### config.mk
export PLATFORM = sky130hd
export DESIGN_NAME = nec_ir_pulse_decoder_unit
export DESIGN_NICKNAME = d
export VERILOG_FILES = /design/src/rtl/nec_ir_pkg.sv /design/src/rtl/nec_ir_cfg.sv /design/src/rtl/nec_ir_classify.sv /design/src/rtl/nec_ir_core.sv /design/src/rtl/nec_ir_pulse_decoder_unit.sv
export VERILOG_INCLUDE_DIRS = /design/src /design/src/rtl
export SDC_FILE = /design/constraint.sdc
export NUM_CORES = 1
export LEC_CHECK = 0
export ABC_AREA = 1
export BUFFER_PORTS_ARGS = -buffer_cell sky130_fd_sc_hd__clkbuf_2
export CAP_MARGIN = 20
export CORE_UTILIZATION = 55
export DETAILED_ROUTE_END_ITERATION = 12
export GPL_TIMING_DRIVEN = 0
export PLACE_DENSITY = 0.76
export SLEW_MARGIN = 20
export SYNTH_ARGS = -nofsm -noshare
export SYNTH_HDL_FRONTEND = slang
export SYNTH_SLANG_ARGS = --single-unit
### constraint.sdc
create_clock -name clk -period 2.3 [get_ports clk]
set_input_delay 0 -clock clk [delete_from_list [all_inputs] [get_ports clk]]
set_output_delay 0 -clock clk [all_outputs]
set_load 0.02 [all_outputs]
### src/rtl/nec_ir_pulse_decoder_unit_defines.svh
// Assertion macros used by the NEC IR decoder core.
`ifndef NEC_IR_PULSE_DECODER_UNIT_DEFINES_SVH
`define NEC_IR_PULSE_DECODER_UNIT_DEFINES_SVH

// Same-cycle implication, disabled during reset.
`define NIR_ASSERT_IMP(lbl, ante, cons, msg) \
  lbl: assert property (@(posedge clk) disable iff (!rst_n) (ante) |-> (cons)) \
    else $error(msg);

// Next-cycle implication, disabled during reset.
`define NIR_ASSERT_NXT(lbl, ante, cons, msg) \
  lbl: assert property (@(posedge clk) disable iff (!rst_n) (ante) |=> (cons)) \
    else $error(msg);

`endif

### src/rtl/nec_ir_pkg.sv
// Types and constants for the NEC IR pulse decoder.
package nec_ir_pkg;

  localparam int unsigned TimeW  = 16;
  localparam int unsigned TmoW   = 4;
  localparam int unsigned FrameW = 32;
  localparam int unsigned CntW   = 8;
  localparam int unsigned CfgIdxW = 3;

  // ticks counted after the last repeat; the tick after that drops the lead flag
  localparam logic [TmoW-1:0] TIMEOUT_LIMIT = 4'd13;

  typedef enum logic [1:0] {
    OP_TICK = 2'd0,
    OP_RISE = 2'd1,
    OP_FALL = 2'd2,
    OP_READ = 2'd3
  } op_t;

  typedef enum logic [CfgIdxW-1:0] {
    REG_ZERO_MIN   = 3'd0,
    REG_ZERO_MAX   = 3'd1,
    REG_ONE_MIN    = 3'd2,
    REG_ONE_MAX    = 3'd3,
    REG_REPEAT_MIN = 3'd4,
    REG_REPEAT_MAX = 3'd5,
    REG_LEAD_MIN   = 3'd6,
    REG_LEAD_MAX   = 3'd7
  } cfg_reg_t;

  localparam logic [TimeW-1:0] ZERO_MIN_RST   = 16'd400;
  localparam logic [TimeW-1:0] ZERO_MAX_RST   = 16'd700;
  localparam logic [TimeW-1:0] ONE_MIN_RST    = 16'd1500;
  localparam logic [TimeW-1:0] ONE_MAX_RST    = 16'd1800;
  localparam logic [TimeW-1:0] REPEAT_MIN_RST = 16'd2350;
  localparam logic [TimeW-1:0] REPEAT_MAX_RST = 16'd2650;
  localparam logic [TimeW-1:0] LEAD_MIN_RST   = 16'd4300;
  localparam logic [TimeW-1:0] LEAD_MAX_RST   = 16'd4700;

  typedef struct packed {
    logic [TimeW-1:0] zero_min;
    logic [TimeW-1:0] zero_max;
    logic [TimeW-1:0] one_min;
    logic [TimeW-1:0] one_max;
    logic [TimeW-1:0] repeat_min;
    logic [TimeW-1:0] repeat_max;
    logic [TimeW-1:0] lead_min;
    logic [TimeW-1:0] lead_max;
  } thr_t;

  // pulse window hits, each bound exclusive
  typedef struct packed {
    logic zero;
    logic one;
    logic rpt;
    logic lead;
  } pulse_hit_t;

endpackage

### src/rtl/nec_ir_cfg.sv
// Threshold register file for the NEC IR decoder.
module nec_ir_cfg (
  input  logic                         clk,
  input  logic                         rst_n,
  input  logic                         cfg_we,
  input  logic [nec_ir_pkg::CfgIdxW-1:0] cfg_index,
  input  logic [nec_ir_pkg::TimeW-1:0] cfg_wdata,
  output nec_ir_pkg::thr_t             thr
);
  import nec_ir_pkg::*;

  thr_t thr_r;
  thr_t thr_nxt;

  always_comb begin
    thr_nxt = thr_r;
    if (cfg_we) begin
      unique case (cfg_reg_t'(cfg_index))
        REG_ZERO_MIN:   thr_nxt.zero_min   = cfg_wdata;
        REG_ZERO_MAX:   thr_nxt.zero_max   = cfg_wdata;
        REG_ONE_MIN:    thr_nxt.one_min    = cfg_wdata;
        REG_ONE_MAX:    thr_nxt.one_max    = cfg_wdata;
        REG_REPEAT_MIN: thr_nxt.repeat_min = cfg_wdata;
        REG_REPEAT_MAX: thr_nxt.repeat_max = cfg_wdata;
        REG_LEAD_MIN:   thr_nxt.lead_min   = cfg_wdata;
        REG_LEAD_MAX:   thr_nxt.lead_max   = cfg_wdata;
        default:        thr_nxt = thr_r;
      endcase
    end
  end

  always_ff @(posedge clk) begin
    if (!rst_n) begin
      thr_r.zero_min   <= ZERO_MIN_RST;
      thr_r.zero_max   <= ZERO_MAX_RST;
      thr_r.one_min    <= ONE_MIN_RST;
      thr_r.one_max    <= ONE_MAX_RST;
      thr_r.repeat_min <= REPEAT_MIN_RST;
      thr_r.repeat_max <= REPEAT_MAX_RST;
      thr_r.lead_min   <= LEAD_MIN_RST;
      thr_r.lead_max   <= LEAD_MAX_RST;
    end else begin
      thr_r <= thr_nxt;
    end
  end

  assign thr = thr_r;

endmodule

### src/rtl/nec_ir_classify.sv
// Window compares of a measured high time against the pulse thresholds.
module nec_ir_classify (
  input  logic [nec_ir_pkg::TimeW-1:0] high_time,
  input  nec_ir_pkg::thr_t             thr,
  output nec_ir_pkg::pulse_hit_t       hit
);
  import nec_ir_pkg::*;

  assign hit.zero = (high_time > thr.zero_min)   && (high_time < thr.zero_max);
  assign hit.one  = (high_time > thr.one_min)    && (high_time < thr.one_max);
  assign hit.rpt  = (high_time > thr.repeat_min) && (high_time < thr.repeat_max);
  assign hit.lead = (high_time > thr.lead_min)   && (high_time < thr.lead_max);

endmodule

### src/rtl/nec_ir_core.sv
// Decoder state update and result register.
`include "nec_ir_pulse_decoder_unit_defines.svh"

module nec_ir_core (
  input  logic                   clk,
  input  logic                   rst_n,
  input  logic                   item_vld,
  input  nec_ir_pkg::op_t        item_op,
  input  nec_ir_pkg::pulse_hit_t hit,
  output logic                   item_take,
  output logic                   out_tvalid,
  input  logic                   out_tready,
  output logic                   key_valid,
  output logic [7:0]             key_code,
  output logic [nec_ir_pkg::CntW-1:0] repeat_total,
  output logic                   lead_active
);
  import nec_ir_pkg::*;

  logic              lead_flag_r, lead_flag_nxt;
  logic              edge_armed_r, edge_armed_nxt;
  logic [TmoW-1:0]   timeout_r, timeout_nxt;
  logic [FrameW-1:0] frame_r, frame_nxt;
  logic [CntW-1:0]   rpt_cnt_r, rpt_cnt_nxt;

  logic              out_vld_r;
  logic              key_valid_r, key_valid_nxt;
  logic [7:0]        key_code_r, key_code_nxt;
  logic [CntW-1:0]   out_rpt_r;
  logic              out_lead_r;

  logic [7:0] addr_b, addr_n_b, data_b, data_n_b;
  logic       addr_ok, data_ok;

  assign item_take = item_vld && (!out_vld_r || out_tready);

  assign addr_b   = frame_r[31:24];
  assign addr_n_b = frame_r[23:16];
  assign data_b   = frame_r[15:8];
  assign data_n_b = frame_r[7:0];
  assign addr_ok  = (addr_b == ~addr_n_b);
  assign data_ok  = (data_b == ~data_n_b);

  always_comb begin
    lead_flag_nxt  = lead_flag_r;
    edge_armed_nxt = edge_armed_r;
    timeout_nxt    = timeout_r;
    frame_nxt      = frame_r;
    rpt_cnt_nxt    = rpt_cnt_r;
    key_valid_nxt  = 1'b0;
    key_code_nxt   = '0;
    unique case (item_op)
      OP_TICK: begin
        if (lead_flag_r) begin
          edge_armed_nxt = 1'b0;
          if (timeout_r < TIMEOUT_LIMIT) begin
            timeout_nxt = timeout_r + 1'b1;
          end else begin
            lead_flag_nxt = 1'b0;
            timeout_nxt   = '0;
          end
        end
      end
      OP_RISE: begin
        edge_armed_nxt = 1'b1;
      end
      OP_FALL: begin
        edge_armed_nxt = 1'b0;
        if (edge_armed_r) begin
          if (lead_flag_r) begin
            // zero wins over one, one over repeat
            priority if (hit.zero) begin
              frame_nxt = {frame_r[FrameW-2:0], 1'b0};
            end else if (hit.one) begin
              frame_nxt = {frame_r[FrameW-2:0], 1'b1};
            end else if (hit.rpt) begin
              rpt_cnt_nxt = rpt_cnt_r + 1'b1;
              timeout_nxt = '0;
            end
          end else if (hit.lead) begin
            lead_flag_nxt = 1'b1;
            rpt_cnt_nxt   = '0;
          end
        end
      end
      OP_READ: begin
        if (addr_ok && data_ok) begin
          key_valid_nxt = 1'b1;
          key_code_nxt  = data_b;
        end else if (!data_ok || !lead_flag_r) begin
          lead_flag_nxt  = 1'b0;
          edge_armed_nxt = 1'b0;
          timeout_nxt    = '0;
        end
      end
      default: begin
        lead_flag_nxt = lead_flag_r;
      end
    endcase
  end

  always_ff @(posedge clk) begin
    if (!rst_n) begin
      lead_flag_r  <= 1'b0;
      edge_armed_r <= 1'b0;
      timeout_r    <= '0;
      frame_r      <= '0;
      rpt_cnt_r    <= '0;
      out_vld_r    <= 1'b0;
    end else begin
      if (item_take) begin
        lead_flag_r  <= lead_flag_nxt;
        edge_armed_r <= edge_armed_nxt;
        timeout_r    <= timeout_nxt;
        frame_r      <= frame_nxt;
        rpt_cnt_r    <= rpt_cnt_nxt;
        out_vld_r    <= 1'b1;
      end else if (out_tready) begin
        out_vld_r <= 1'b0;
      end
    end
  end

  always_ff @(posedge clk) begin
    if (item_take) begin
      key_valid_r <= key_valid_nxt;
      key_code_r  <= key_code_nxt;
      out_rpt_r   <= rpt_cnt_nxt;
      out_lead_r  <= lead_flag_nxt;
    end
  end

  assign out_tvalid   = out_vld_r;
  assign key_valid    = key_valid_r;
  assign key_code     = key_code_r;
  assign repeat_total = out_rpt_r;
  assign lead_active  = out_lead_r;

  `NIR_ASSERT_IMP(a_code_zero_wo_key, out_vld_r && !key_valid_r, key_code_r == '0, "key code without valid key")
  `NIR_ASSERT_IMP(a_tmo_idle, !lead_flag_r, timeout_r == '0, "timeout counting without lead")
  `NIR_ASSERT_IMP(a_tmo_limit, lead_flag_r, timeout_r <= TIMEOUT_LIMIT, "timeout past limit")
  `NIR_ASSERT_IMP(a_lead_clears_rpt, $rose(lead_flag_r), rpt_cnt_r == '0, "repeat count kept on lead")
  `NIR_ASSERT_NXT(a_rise_arms, item_take && (item_op == OP_RISE), edge_armed_r, "rising edge did not arm")

endmodule

### src/rtl/nec_ir_pulse_decoder_unit.sv
// NEC IR pulse decoder: one event in per cycle unless out_tready stalls it, one result per event.
// Each input transaction passes the input register, then the result register, to its result.
// Throughput: one event per cycle unless stalled; the result register stalls only on out_tready low.
// Reset (rst_n low, synchronous): decoder state cleared, thresholds back to defaults.
module nec_ir_pulse_decoder_unit (
  input  logic        clk,
  input  logic        rst_n,
  // configuration
  input  logic        cfg_we,
  input  logic [nec_ir_pkg::CfgIdxW-1:0] cfg_index,
  input  logic [nec_ir_pkg::TimeW-1:0]   cfg_wdata,
  // event stream
  input  logic        in_tvalid,
  output logic        in_tready,
  input  logic [15:0] in_tdata,   // [15:0] high_time
  input  logic [1:0]  in_tuser,   // [1:0] opcode
  // result stream
  output logic        out_tvalid,
  input  logic        out_tready,
  output logic [23:0] out_tdata   // [0] key_valid, [8:1] key_code,
                                  // [16:9] repeat_total, [17] lead_active, rest 0
);
  import nec_ir_pkg::*;

  logic             in_vld_r;
  op_t              in_op_r;
  logic [TimeW-1:0] in_time_r;
  logic             item_take;

  thr_t       thr;
  pulse_hit_t hit;

  logic             key_valid;
  logic [7:0]       key_code;
  logic [CntW-1:0]  repeat_total;
  logic             lead_active;

  assign in_tready = !in_vld_r || item_take;

  always_ff @(posedge clk) begin
    if (!rst_n) begin
      in_vld_r <= 1'b0;
    end else if (in_tready) begin
      in_vld_r <= in_tvalid;
    end
  end

  always_ff @(posedge clk) begin
    if (in_tvalid && in_tready) begin
      in_op_r   <= op_t'(in_tuser);
      in_time_r <= in_tdata;
    end
  end

  nec_ir_cfg u_cfg (
    .clk       (clk),
    .rst_n     (rst_n),
    .cfg_we    (cfg_we),
    .cfg_index (cfg_index),
    .cfg_wdata (cfg_wdata),
    .thr       (thr)
  );

  nec_ir_classify u_classify (
    .high_time (in_time_r),
    .thr       (thr),
    .hit       (hit)
  );

  nec_ir_core u_core (
    .clk          (clk),
    .rst_n        (rst_n),
    .item_vld     (in_vld_r),
    .item_op      (in_op_r),
    .hit          (hit),
    .item_take    (item_take),
    .out_tvalid   (out_tvalid),
    .out_tready   (out_tready),
    .key_valid    (key_valid),
    .key_code     (key_code),
    .repeat_total (repeat_total),
    .lead_active  (lead_active)
  );

  assign out_tdata = {6'd0, lead_active, repeat_total, key_code, key_valid};

endmodule

==> impl_results.md, run 1 <==
- Status: finished with violations
- Failing checks: setup timing
- GRT Overall Usage: 0.2981
- Pwr dens: 629.3 nW/um^2
- Setup Skew: roughly 0.012 ns
- Seq cells post-synth: between 200 and 250
- RSZ-0062 raised after global routing: true
- Worst Path Required: ~2.6 ns
- R2r setup slk: -0.26 ns
- VDD IR max: approximately 0.00071 V
- Dpl ws: -0.7394 ns
- CP Launch Point: in_time_r[3]$_DFFE_PP_
- CP arrival: roughly 2.8 ns
- Post-synth EDFFs: 36
- First-pass DRT Iterations: 5
- CP max stage delay: just under 0.4 ns
- Worst setup EP type: register
- R2R cell count: 14
- CTS tree: done
- H-tree depth: 1
- Final setup margin: -0.2577 ns
- Relative slew margins: 0.4950
- Row Count: slightly above 50
- CP Cell Sequence: buf_6, ha_1, a21oi_1, o21ai_1, nand2_1, nand2_1, nand2_1, nand2_2, nor2_4, nand2_4, a21oi_2, nand2_1, nand2_2, inv_1
- Core Region: a little under 20000 um^2
- Post-synthesis async set-or-reset flop share: 0
- Number of global-route vias before repair: 9777
- Antenna violation net count after detailed routing: 0
- Clock sinks: roughly 210
- DRC: 0
- RePlAce Congestion: 0.8809
- Root Driver: clkbuf_16
- Total CTS buffers: 23
- Multi-input logic area: 6122 um^2
- Period utilization: 1.112
- Die Width: around 140 um
- Critical R2R Capture: u_core.repeat_total[3]$_DFFE_PP_
- Max Root-Sink Buffers: 3
- WL final: between 30000 and 40000 um
- WS Path Type: register to register
- Synth area leaders: dfxtp_1 (32%), ha_1 (14%), edfxtp_1 (9.8%), a21oi_1 (7.4%), nand2_1 (6.9%)
- Final Non-Filler Cells: ~1.8k
- Worst-Skew Late Latency: 0.52 ns
- Sequential cell area: about 4600 um^2
- Synth area leader: dfxtp_1
- Largest net degree at the start of global routing: 28
- Initial Utilization: 0.5638
- # nets final: about 1.7k
- Initial DRC Count: ~690
- M1 wire length: 12750 um
- CP max-delay cell: edfxtp_1
- Setup-failing EPs final: between 50 and 60
- Synth top area share: 0.3200
- Ratio of cells with drive above 1 in the final layout: 0.1911
- Synthesized cell area: 11010 um^2
- Min-delay worst type: input pin to register
- DIE AREA: just over 20000 um^2
- Diodes inserted: 0
- Total power: approximately 8800 uW
- Final hold vios: 0
- Slew Limit Fails: 0
- Via density: 5.610
- Fill cells: 1421
- Crit path time final: 2.558 ns
- Syn Area/Cell: slightly above 8 um^2
- Top sig layer: met4
- Worst-path fanout max: 8
- Maxcap violations: 0
- Mapped Cells: about 1.4k
- Met3 routed WL: 2529 um
- Synth-to-Final Area Change: 26.96%
- Drt wl/cell: ~17 um
- Most used cell, CP: nand2_1
- R2R Path Start: in_time_r[3]$_DFFE_PP_
- Main synth FF type: dfxtp_1
- Vias: about 10k
- I/O pins: approximately 70
- Fmax achieved: between 300 and 400 MHz
- Final Util: 0.7158
- Worst slew pin tran: between 0.7 and 0.8 ns
- Post-route setup TNS: -7.447 ns
- Met2 wire len: between 10000 and 15000 um
- DP Cell Count: 1694
- Reg clk slew, reported paths: roughly 0.06 ns
- Grt ovf: 0
- Initial antenna violation count: 0
- Netlist cell types: 46
- I/O Buffers: 58
- Die Ht: about 140 um
- P_leak: 0.006034 uW
- Post-DP HPWL: 19350 um
- Post-synthesis sequential area ratio: 0.4182
- Critical path destination: u_core.repeat_total[3]$_DFFE_PP_
- Synthesis Warnings: 0
- Crit path launch type: register
- First-pass GRT wire length: about 48000 um
synth_stat cells (2+ instances only):
library cell,n
inv_1,188
nand3_4,2
nand2_1,203
o21ai_2,4
nor2_2,2
ha_1,127
clkbuf_1,39
o211ai_1,38
inv_2,14
dfxtp_1,176
buf_2,2
nand2_4,4
a21oi_1,163
o21ai_0,132
nand3_2,2
nor2_1,119
a21oi_2,5
a211oi_1,2
o21a_1,5
buf_4,11
nand2_2,2
edfxtp_1,36
or2_0,2
nand3_1,19
o21bai_1,3
nand4_1,8
nor4_1,4
xor2_1,3
o21ai_1,19
nor3_1,9
xnor2_1,8
metrics by stage:
step | area (um^2) | hold slack, ns
final | 13980 | 0.01077
after global routing | 13980 | 0.1094
after CTS | 13460 | 0.001481
after detailed placement | 11650 | 0.1786
after global placement | 11650 | 0.1769
after floorplan | 11030 | 0.09887
registers in the layout, indices dropped and copies added, names as in the netlist, 2 cells and up:
signal	flops
u_core.rpt_cnt_r	8
u_core.frame_r	32
u_cfg.thr	128
in_op_r	2
u_core.repeat_total	8
in_time_r	16
u_core.key_code	8
u_core.timeout_r	4
power breakdown:
group,internal [uW],leakage [uW],switching [uW]
Combinational,522,0.00392,810
Sequential,3910,0.00177,57.9
Clock,2020,0.000347,1480
final cells by class:
| cell class | instances | share of cell area |
|---|---|---|
| timing repair buffer | 146 | 0.08316 |
| sequential | 212 | 0.3294 |
| multi-input combinational | 902 | 0.4380 |
| clock buffer | 38 | 0.04879 |
| tap | 265 | 0.02372 |
| buffer | 54 | 0.02032 |
| clock inverter | 4 | 0.001701 |
| inverter | 203 | 0.05487 |
kinds of logic (layout without fill, tap and decap cells):
group | after synthesis | in the layout | share of synthesized area
AND/OR/NAND/NOR | 384 | 384 | 0.1513
other | 1 | 6 | 0.0003406
flip-flops | 212 | 212 | 0.4182
XOR/XNOR | 11 | 11 | 0.008752
buffers and inverters | 257 | 445 | 0.09240
AO/OA/AOI/OAI | 374 | 374 | 0.1847
adder cells (fa/ha/maj) | 127 | 127 | 0.1443
per-layer routing:
metal,track usage,up-vias
li1,-,4886
met5,0,-
met1,0.3758,4782
met2,0.4944,447
met4,0.1473,0
met3,0.04898,118
worst min path at each step:
stage               slack [ns]  depth (start not counted)    startpoint                          to
floorplan                  0.1                          0   in_tuser[0]        in_op_r[0]$_DFFE_PP_
CTS                      0.001                          5        cfg_we  u_cfg.thr[35]$_SDFFE_PN1P_
global placement          0.18                          1   in_tdata[8]      in_time_r[8]$_DFFE_PP_
detailed placement        0.18                          1  in_tdata[11]     in_time_r[11]$_DFFE_PP_
finish                    0.01                          5        cfg_we  u_cfg.thr[35]$_SDFFE_PN1P_
global route              0.11                          5        cfg_we  u_cfg.thr[35]$_SDFFE_PN1P_
critical path, delay by kind of cell, from the launching register on:
kind | cells | cell delay, ns
compound gates | 3 | 0.55
fa+ha+maj | 1 | 0.32
simple gates | 8 | 0.84
flops | 1 | 0.39
buf+inv | 2 | 0.21
repair_timing:
action	4_1_cts	5_1_grt
buffers inserted	33	8
pin swaps	36	35
endpoints found under the setup margin	54	54
gates cloned	5	0
endpoints found under the hold margin	131	0
resized for setup	92	87
hold buffers	42	0
cells in the final DEF (no fill, tap or decap), drive strengths merged, types with 5 or more instances in the layout:
master	instances
nor4	5
dfxtp	176
edfxtp	36
dlygate4sd3	42
nor2	123
ha	127
xnor2	8
clkinv	5
a21oi	168
nor3	10
buf	61
o211ai	38
o21ai	155
o21a	5
nand2	209
clkbuf	135
inv	202
conb	6
nand4	9
nand3	23
No activity file was read; power rests on OpenSTA's default activity.
==> run 2: changes to the inputs <==
Settings changed: SETUP_SLACK_MARGIN set to 0.02.
==> run 2 against run 1 <==
Effect of this change:
- the flow still finishes with violations (setup timing)
- maximum frequency shrank 2.3%
- clock power about the same
- sequential share of layout area is 0.80 points lower
- non-clock buffer count grew 1
- first-iteration DRC count rose by 18%
- design area up 2.5%
- final cell count about the same
- critical endpoint is now u_core.repeat_total[6]$_DFFE_PP_
- largest cell class unchanged
- highest routed layer unchanged
==> impl_results.md, run 2 (synthesis results as in run 1) <==
- First-pass DRT Iterations: 5
- Failing checks: setup timing
- Vias: about 10k
- R2R cell count: 13
- Final hold vios: 0
- Synth-to-Final Area Change: 30.13%
- Die Width: about 140 um
- Setup-failing EPs final: 54
- Min-delay worst type: input pin to register
- Critical R2R Capture: u_core.repeat_total[6]$_DFFE_PP_
- Post-DP HPWL: around 19000 um
- I/O Buffers: 58
- Largest net degree at the start of global routing: 28
- Root Driver: clkbuf_16
- Hold Path Sink: u_cfg.thr[35]$_SDFFE_PN1P_
- Worst Path Required: about 2.6 ns
- WHS Path Cells: 5
- Row Count: 51
- Drt wl/cell: between 15 and 20 um
- Antenna violation net count after detailed routing: 0
- Worst-Skew Late Latency: 0.52 ns
- R2r setup slk: -0.32 ns
- Setup Skew: around 0.012 ns
- Max Root-Sink Buffers: 3
- Status: finished with violations
- Crit path time final: 2.618 ns
- Cell area after layout: around 14000 um^2
- CTS tree: done
- Initial Utilization: 0.5638
- Post-route setup TNS: -10.08 ns
- RSZ-0062 raised after global routing: true
- Worst Hold Launch: cfg_we
- Fmax achieved: 381.9 MHz
- Clock sinks: 212
- WS Path Type: register to register
- Pwr dens: 618.8 nW/um^2
- Number of global-route vias before repair: 9803
- I/O pins: 68
- Core Region: 19530 um^2
- Relative slew margins: 0.4965
- DP Cell Count: around 1.7k
- CP max-delay cell: edfxtp_1
- Die Ht: 143.5 um
- Worst slew pin tran: roughly 0.76 ns
- RePlAce Congestion: between 0.8 and 0.9
- R2R Path Start: in_time_r[14]$_DFFE_PP_
- Crit path launch type: register
- Dpl ws: -0.7394 ns
- DRC: 0
- DIE AREA: 20590 um^2
- Initial antenna violation count: 0
- Worst setup EP type: register
- Reg clk slew, reported paths: 0.06 ns
- Final Non-Filler Cells: ~1.8k
- VDD IR max: approximately 0.0007 V
- Grt ovf: 0
- Final setup margin: -0.3182 ns
- GRT Overall Usage: 0.2989
- Total CTS buffers: 23
- Ratio of cells with drive above 1 in the final layout: 0.2301
- Sequential cell area: around 4600 um^2
- # nets final: 1712
- Initial DRC Count: around 810
- Most common cell after layout, fill and taps aside: inv_1
- CP max stage delay: roughly 0.43 ns
- Commonest cells after routing, fill and taps aside: inv_1 (186), dfxtp_1 (176), nand2_1 (164)
- P_leak: around 0.006 uW
- Final Util: 0.7337
- Worst-path fanout max: 6
- Most used cell, CP: nand2_2
- Via density: around 5.7
- Period utilization: 1.138
- CP Cell Sequence: buf_4, ha_1, nand2_2, o21ai_0, a21oi_1, nand2_1, nand2_2, nor2_4, nand2_4, nand2_1, nand3_1, nand2_2, inv_1
- Fill cells: 1337
- H-tree depth: 1
- WL final: approximately 33000 um
- Largest register FFs: roughly 130
- Diodes inserted: 0
- Maxcap violations: 0
- First-pass GRT wire length: roughly 48000 um
- Post-DP Area: 11650 um^2
- Slew Limit Fails: 0
- CP arrival: 2.89 ns
- Multi-input logic area: around 6400 um^2
==> run 2: worst max-delay path by stage <==
stage | depth (start not counted) | from | endpoint
global placement | 12 | in_time_r[15]$_DFFE_PP_ | u_core.repeat_total[3]$_DFFE_PP_
floorplan | 14 | in_time_r[15]$_DFFE_PP_ | u_core.repeat_total[3]$_DFFE_PP_
CTS | 16 | in_time_r[10]$_DFFE_PP_ | u_core.timeout_r[1]$_SDFFE_PN0P_
detailed placement | 12 | in_time_r[15]$_DFFE_PP_ | u_core.repeat_total[2]$_DFFE_PP_
global route | 15 | in_time_r[4]$_DFFE_PP_ | u_core.repeat_total[3]$_DFFE_PP_
finish | 13 | in_time_r[14]$_DFFE_PP_ | u_core.repeat_total[6]$_DFFE_PP_
==> run 2: power breakdown <==
group	internal [uW]	switching (uW)	leakage [uW]	total, uW
registers	3910	58.7	0.00177	3970
clock network	2020	1500	0.000347	3520
logic	539	840	0.00402	1380
==> run 2: repair_timing <==
| action | 4_1_cts | 5_1_grt |
|---|---|---|
| buffers inserted | 33 | 8 |
| hold endpoints to repair | 131 | 0 |
| pin swaps | 36 | 83 |
| gates cloned | 5 | 1 |
| gates resized for setup | 94 | 177 |
| endpoints found under the setup margin | 54 | 54 |
| hold buffers | 42 | 0 |
==> run 2: final cells by class <==
type                       instances  area share
timing repair buffer             147     0.08437
clock inverter                     4    0.001659
sequential                       212      0.3214
tap                              265     0.02314
inverter                         203     0.05354
clock buffer                      38     0.04760
multi-input combinational        902      0.4471
buffer                            54     0.02122
==> run 2: layer usage <==
layer | vias to the layer above | global-route usage | routed length, um
met5 | - | 0 | 0
met4 | 0 | 0.1473 | 1574
met2 | 495 | 0.4969 | 15520
li1 | 4906 | - | -
met1 | 4839 | 0.3764 | 13260
met3 | 151 | 0.04832 | 2589
==> run 2: critical path, delay by kind of cell (launching register included) <==
family / cells / cell delay (ns)
AND/OR/NAND/NOR: 8 / 0.97
adder cells (fa/ha/maj): 1 / 0.29
buffers and inverters: 2 / 0.21
flip-flops: 1 / 0.43
AO/OA/AOI/OAI: 2 / 0.48
==> run 2: metrics by stage <==
step           hold slack, ns  total power (uW)
3_3_place_gp           0.1769              4990
4_1_cts              0.001481              8650
3_5_place_dp           0.1786              5024
2_1_floorplan         0.09887              4710
5_1_grt                0.1094              9158
6_report             0.007920              8865
